### config.mk
export PLATFORM = sky130hd
export DESIGN_NAME = gds_isqrt
export DESIGN_NICKNAME = d
export VERILOG_FILES = /design/src/hw/rtl/gds_pkg.sv /design/src/hw/rtl/gds_isqrt.sv
export SDC_FILE = /design/constraint.sdc
export NUM_CORES = 1
export LEC_CHECK = 0
export BUFFER_PORTS_ARGS = -buffer_cell sky130_fd_sc_hd__buf_4
export CAP_MARGIN = 30
export CORE_ASPECT_RATIO = 1.5
export CORE_MARGIN = 3
export CORE_UTILIZATION = 43
export CTS_CLUSTER_DIAMETER = 150
export CTS_CLUSTER_SIZE = 16
export DETAILED_ROUTE_END_ITERATION = 8
export GPL_ROUTABILITY_DRIVEN = 0
export PLACE_DENSITY = 0.59
export SYNTH_ARGS = -nofsm -noshare
export SYNTH_HDL_FRONTEND = slang
export SYNTH_SLANG_ARGS = --single-unit
### constraint.sdc
create_clock -name clk -period 6.7 [get_ports clk]
set_input_delay 1.005 -clock clk [delete_from_list [all_inputs] [get_ports clk]]
set_output_delay 1.005 -clock clk [all_outputs]
set_load 0.02 [all_outputs]
### src/hw/rtl/gds_pkg.sv
`default_nettype none
// ---------------------------------------------------------------------------
// gds_pkg: shared types and constants for the graph diffusion step block
// Holds field widths, action codes and the sequencer state type.
// ---------------------------------------------------------------------------
package gds_pkg;

  localparam int Vertices = 1024;
  localparam int AddrW = $clog2(Vertices);
  localparam int IdxW = 10;
  localparam int ValW = 24;
  localparam int StepW = 23;
  localparam int Degree = 6;
  localparam int NbrW = IdxW * Degree;
  // A vertex may receive a share from every neighbor slot in the graph, so the
  // accumulator holds up to 6 * Vertices + 1 shares of magnitude below 2^21.
  localparam int AccW = ValW + AddrW + 1;
  localparam int SumW = 2 * ValW + 2 + AddrW;
  localparam int MeanW = SumW - AddrW;
  localparam int RootW = (MeanW + 1) / 2;

  // Division of the biased dividend by 7: multiply by ceil(2^28 / 7), shift.
  localparam int ShareOffset = 2 ** 21;
  localparam int ShareBias = 7 * ShareOffset + 3;
  localparam int ShareRecip = 38347923;
  localparam int ShareShift = 28;

  typedef enum logic [1:0] {
    ACT_LOAD = 2'd0,
    ACT_DIFFUSE = 2'd1,
    ACT_READ = 2'd2,
    ACT_NONE = 2'd3
  } action_t;

  typedef enum logic [3:0] {
    ST_IDLE,
    ST_COPY,
    ST_PUSH,
    ST_PUSH_WAIT,
    ST_PUSH_ADD,
    ST_FIN,
    ST_FIN_WAIT,
    ST_SQRT,
    ST_OUT
  } state_t;

  typedef struct packed {
    logic [1:0] action;
    logic [IdxW-1:0] vertex_index;
    logic signed [ValW-1:0] load_value;
    logic [IdxW-1:0] neighbor_a;
    logic [IdxW-1:0] neighbor_b;
    logic [IdxW-1:0] neighbor_c;
    logic [IdxW-1:0] neighbor_d;
    logic [IdxW-1:0] neighbor_e;
    logic [IdxW-1:0] neighbor_f;
  } in_word_t;

  typedef struct packed {
    logic signed [ValW-1:0] read_value;
    logic [StepW-1:0] step_size;
  } out_word_t;

  // Nearest-rounded x/7: floor((2x+7)/14), which equals floor((x+3)/7).
  // A bias of 7*2^21 keeps the dividend positive and below 2^25, where the
  // reciprocal multiply gives the exact quotient.
  function automatic logic signed [ValW-1:0] share_of(input logic signed [ValW-1:0] x);
    logic [ValW:0] y;
    logic [2*ValW+2:0] prod;
    logic [ValW:0] q;
    begin
      y = {x[ValW-1], x} + (ValW+1)'(ShareBias);
      prod = (2*ValW+3)'(y) * (2*ValW+3)'(ShareRecip);
      q = (ValW+1)'(prod >> ShareShift);
      share_of = ValW'(q - (ValW+1)'(ShareOffset));
    end
  endfunction

endpackage
`default_nettype wire

### src/hw/rtl/gds_isqrt.sv
`default_nettype none
// ---------------------------------------------------------------------------
// gds_isqrt: bit-serial integer square root
// Produces floor(sqrt(x)) one result bit per cycle.
// ---------------------------------------------------------------------------
module gds_isqrt (
  input wire logic clk,
  input wire logic rst,
  input wire logic start,
  input wire logic [gds_pkg::MeanW-1:0] x,
  output logic done,
  output logic [gds_pkg::RootW-1:0] root
);
  import gds_pkg::*;
  localparam int CntW = $clog2(RootW + 1);
  logic [2*RootW-1:0] rem_x;
  logic [RootW+1:0] rem;
  logic [RootW-1:0] r;
  logic [CntW-1:0] cnt;
  logic busy;
  logic [RootW+1:0] trial;
  logic [RootW+1:0] shifted;

  always_comb begin
    shifted = {rem[RootW-1:0], rem_x[2*RootW-1 -: 2]};
    trial = {r, 2'b01};
  end

  always_ff @(posedge clk) begin
    if (rst) begin
      busy <= 1'b0;
      done <= 1'b0;
    end else begin
      done <= 1'b0;
      if (start) begin
        busy <= 1'b1;
        cnt <= CntW'(RootW);
        rem_x <= (2*RootW)'(x);
        rem <= '0;
        r <= '0;
      end else if (busy) begin
        rem_x <= rem_x << 2;
        if (shifted >= trial) begin
          rem <= shifted - trial;
          r <= {r[RootW-2:0], 1'b1};
        end else begin
          rem <= shifted;
          r <= {r[RootW-2:0], 1'b0};
        end
        cnt <= cnt - 1'b1;
        if (cnt == CntW'(1)) begin
          busy <= 1'b0;
          done <= 1'b1;
        end
      end
    end
  end
  assign root = r;
endmodule
`default_nettype wire
==> results by group <==
Detailed routing
  – Final wirelength: 11410 um
  – Number of remaining DRC errors: 0
  – TritonRoute pass-1 iters: 5
  – WL met2: 5975 um
  – Metal-1 WL: 4715 um
  – WL met3: 559 um
  – Initial DRC count: 155
  – DR WL/cell: 15.87 um
  – Post-detailed-route count of antenna-violating nets: 0
  – Vias/cell: 5.355
  – Total number of vias: 3850
  – Top Metal Used: met4

Setup path
  – Cell count of the worst reg-to-reg path: 9
  – Crit Path Class: reg -> reg
  – Worst r2r dst: rem[4]$_SDFFCE_PP0P_
  – Worst path required time: 6.76 ns
  – CP Cell Sequence: ha_1 > o21ai_1 > a211oi_4 > a21oi_2 > a21o_2 > o32ai_4 > a21o_2 > mux2_2 > nor2b_1
  – CP max-delay cell: a21o_2
  – Crit path DAT: 3.37 ns
  – Worst r2r src: rem[0]$_SDFFCE_PP0P_
  – Reg-to-reg setup timing slack: 3.39 ns
  – CP most frequent cell: a21o_2
  – Worst setup EP type: register
  – CP Launch Type: register
  – Slowest stage delay, CP: 0.64 ns
  – Max FO, Critical Path: 31

STA
  – Final setup margin: 3.389 ns
  – Post-Route Setup TNS: 0 ns
  – RSZ-0062 raised after global routing: no
  – Hold Slack: 0.4895 ns
  – Slew of the pin with the lowest slew margin: 0.8120 ns
  – Max_slew headroom: 45.87%
  – Final period utilization: 49.42%
  – Fin crit period: 3.311 ns
  – Skew final: 0.007959 ns
  – Final Max Tran Viols: 0
  – Final Hold Fails: 0
  – Fmax: 0.3020 GHz
  – Setup-failing EPs final: 0

Layout
  – Most frequent cells in the layout: edfxtp_1 (105), buf_4 (81), nor2_1 (60)
  – N_diodes: 0
  – Share of post-route cells with drive strength above 1: 27.86%
  – Most common cell after layout, fill and taps aside: edfxtp_1
  – Total Nets Final: 637
  – Util after Layout: 52.09%
  – Area grow syn2layout: 16.99%
  – Fin area: 0.006848 mm2

CTS
  – Worst-skew pair later-pin latency: 0.34 ns
  – CTS root buf: clkbuf_16
  – Post-CTS Setup Repair Bufs: 0
  – Clk slew on worst S/H paths: 0.07 ns
  – H-tree levels: 3
  – Sink Count: 107
  – CTS Hold Bufs: 0
  – CTS tree: done
  – Total CTS buffers: 9
  – # resized after CTS: 0
  – Max clock buf depth: 2

Synthesis
  – Synth Warn #: 0
  – Unique masters post-synth: 54
  – Asr flop ratio synth: 0%
  – Post-Synthesis Cell Area: 0.005853 mm2
  – Yosys reg bits: 107
  – Compound-Gate Fraction of Synth Area: 11.14%
  – Post-synthesis simple-gate area fraction: 8.743%
  – Synth Instances: 485
  – Largest family of logic cells by synthesized area: multiplexers
  – Avg Inst Size Synth: 12.07 um2
  – Syn_nets: 567
  – Post-synth top flop: edfxtp_1
  – Mux cell area share after synthesis: 11.82%
  – Post-Synth XOR/XNOR Area: 3.292%
  – Adder-Cell Fraction of Synth Area: 6.199%
  – Part of the Yosys area used for sequential elements: 54.55%
  – Post-synth EDFFs: 105

Global routing
  – Vias in the first global route: 4055
  – Global-route wire length before repair: 19180 um
  – Pin count of the biggest net entering global routing: 74
  – Grt total ovfl: 0
  – GRT Overall Usage: 15.88%
  – Initial antenna violation count: 0

Job
  – Max-cap violation count: 0

Min path
  – Min-Delay Endpoint: done$_SDFF_PP0_
  – Hold path cells: 1
  – Hold Path Class: reg -> reg
  – Hold wc startpoint: busy$_SDFF_PP0_

Floorplanning
  – Initial Util: 44.53%
  – Core ar.: 0.01315 mm2
  – Site row count: 51
  – Die area: 0.01508 mm2
  – Die width: 101.3 um
  – Die Y: 148.9 um
  – Ports: 79

Power and ir drop
  – Power per cell area: 249.8 mW/mm2
  – Leakage Power: 2.706 nW
  – Peak supply drop: 131.9 uV

Place
  – Hpwl dp: 8097 um
  – Input/output buffers: 78
  – Place WS: 3.385 ns
  – DP Area: 0.006561 mm2

Outcome
  – Status: complete, no violations
## metrics by stage
step                power, mW  std cells
floorplan               1.125        485
global placement        1.215        703
detailed placement      1.220        703
CTS                     1.735        719
global route            1.803        719
finish                  1.710        719
## cell type report
type / count / area [um2]
flip-flops and latches: 107 / 3193
clock buffers: 9 / 225.2
fillers: 1160 / 6297
repair buffers: 81 / 608.1
well taps: 159 / 198.9
inverters: 38 / 142.6
multi-input cells: 318 / 2419
clock inverters: 7 / 61.31
## registers in the layout, indices dropped and copies added, names as in the netlist
signal and flops:
cnt 5, done 1, root 25, rem 25, rem_x 50, busy 1
## worst max-delay path by stage
stage | from | endpoint | depth (start not counted)
2_1_floorplan | start | cnt[0]$_SDFFCE_PP1P_ | 3
3_3_place_gp | root[5]$_SDFFCE_PP0P_ | rem[4]$_SDFFCE_PP0P_ | 10
3_5_place_dp | rem[0]$_SDFFCE_PP0P_ | rem[4]$_SDFFCE_PP0P_ | 9
4_1_cts | root[0]$_SDFFCE_PP0P_ | rem[4]$_SDFFCE_PP0P_ | 10
5_1_grt | root[0]$_SDFFCE_PP0P_ | rem[4]$_SDFFCE_PP0P_ | 10
6_report | rem[0]$_SDFFCE_PP0P_ | rem[4]$_SDFFCE_PP0P_ | 9
## worst max-delay path, delay by kind of cell, from the launching register on
| kind | cells | cell delay (ns) |
|---|---|---|
| simple gates | 1 | 0.12 |
| fa+ha+maj | 1 | 0.36 |
| compound gates | 6 | 1.74 |
| mux | 1 | 0.40 |
| flops | 1 | 0.40 |
## synthesized netlist by cell type, drive strengths merged, types with 6 or more instances
library cell / instances / area share, %
xor2: 6 / 0.90
a21oi: 30 / 2.7
edfxtp: 105 / 54
mux2: 49 / 9.4
xnor2: 16 / 2.4
ha: 29 / 6.2
nor2: 61 / 3.9
a211oi: 10 / 1.5
inv: 38 / 2.4
nor3: 6 / 0.51
nand2: 9 / 0.58
mux2i: 14 / 2.4
clkbuf: 15 / 0.98
a21o: 9 / 1.2
o21bai: 6 / 0.77
nand2b: 8 / 0.86
o21ai: 12 / 1.0
buf: 7 / 0.83
nand3: 7 / 0.68
## cells by family after synthesis
| group | after synthesis |
|---|---|
| AOI/OAI and AO/OA | 93 |
| xor gates and xnor gates | 22 |
| adders and majority gates | 29 |
| buffers and inverters | 60 |
| DFF | 107 |
| muxes | 63 |
| and+or+nand+nor | 111 |
## routing by layer
metal / global-route usage, % / vias up
li1: - / 1919
met1: 19.43 / 1815
met2: 27.13 / 101
met3: 3.276 / 15
met4: 6.188 / 0
met5: 0 / -
## power by group
part	internal [mW]	switching, mW	leakage [nW]
clock	0.258	0.251	0.133
sequential	0.799	0.0197	1.03
combinational	0.172	0.211	1.55
total	1.23	0.482	2.71
Note: power is estimated with default switching activity, not from simulation.
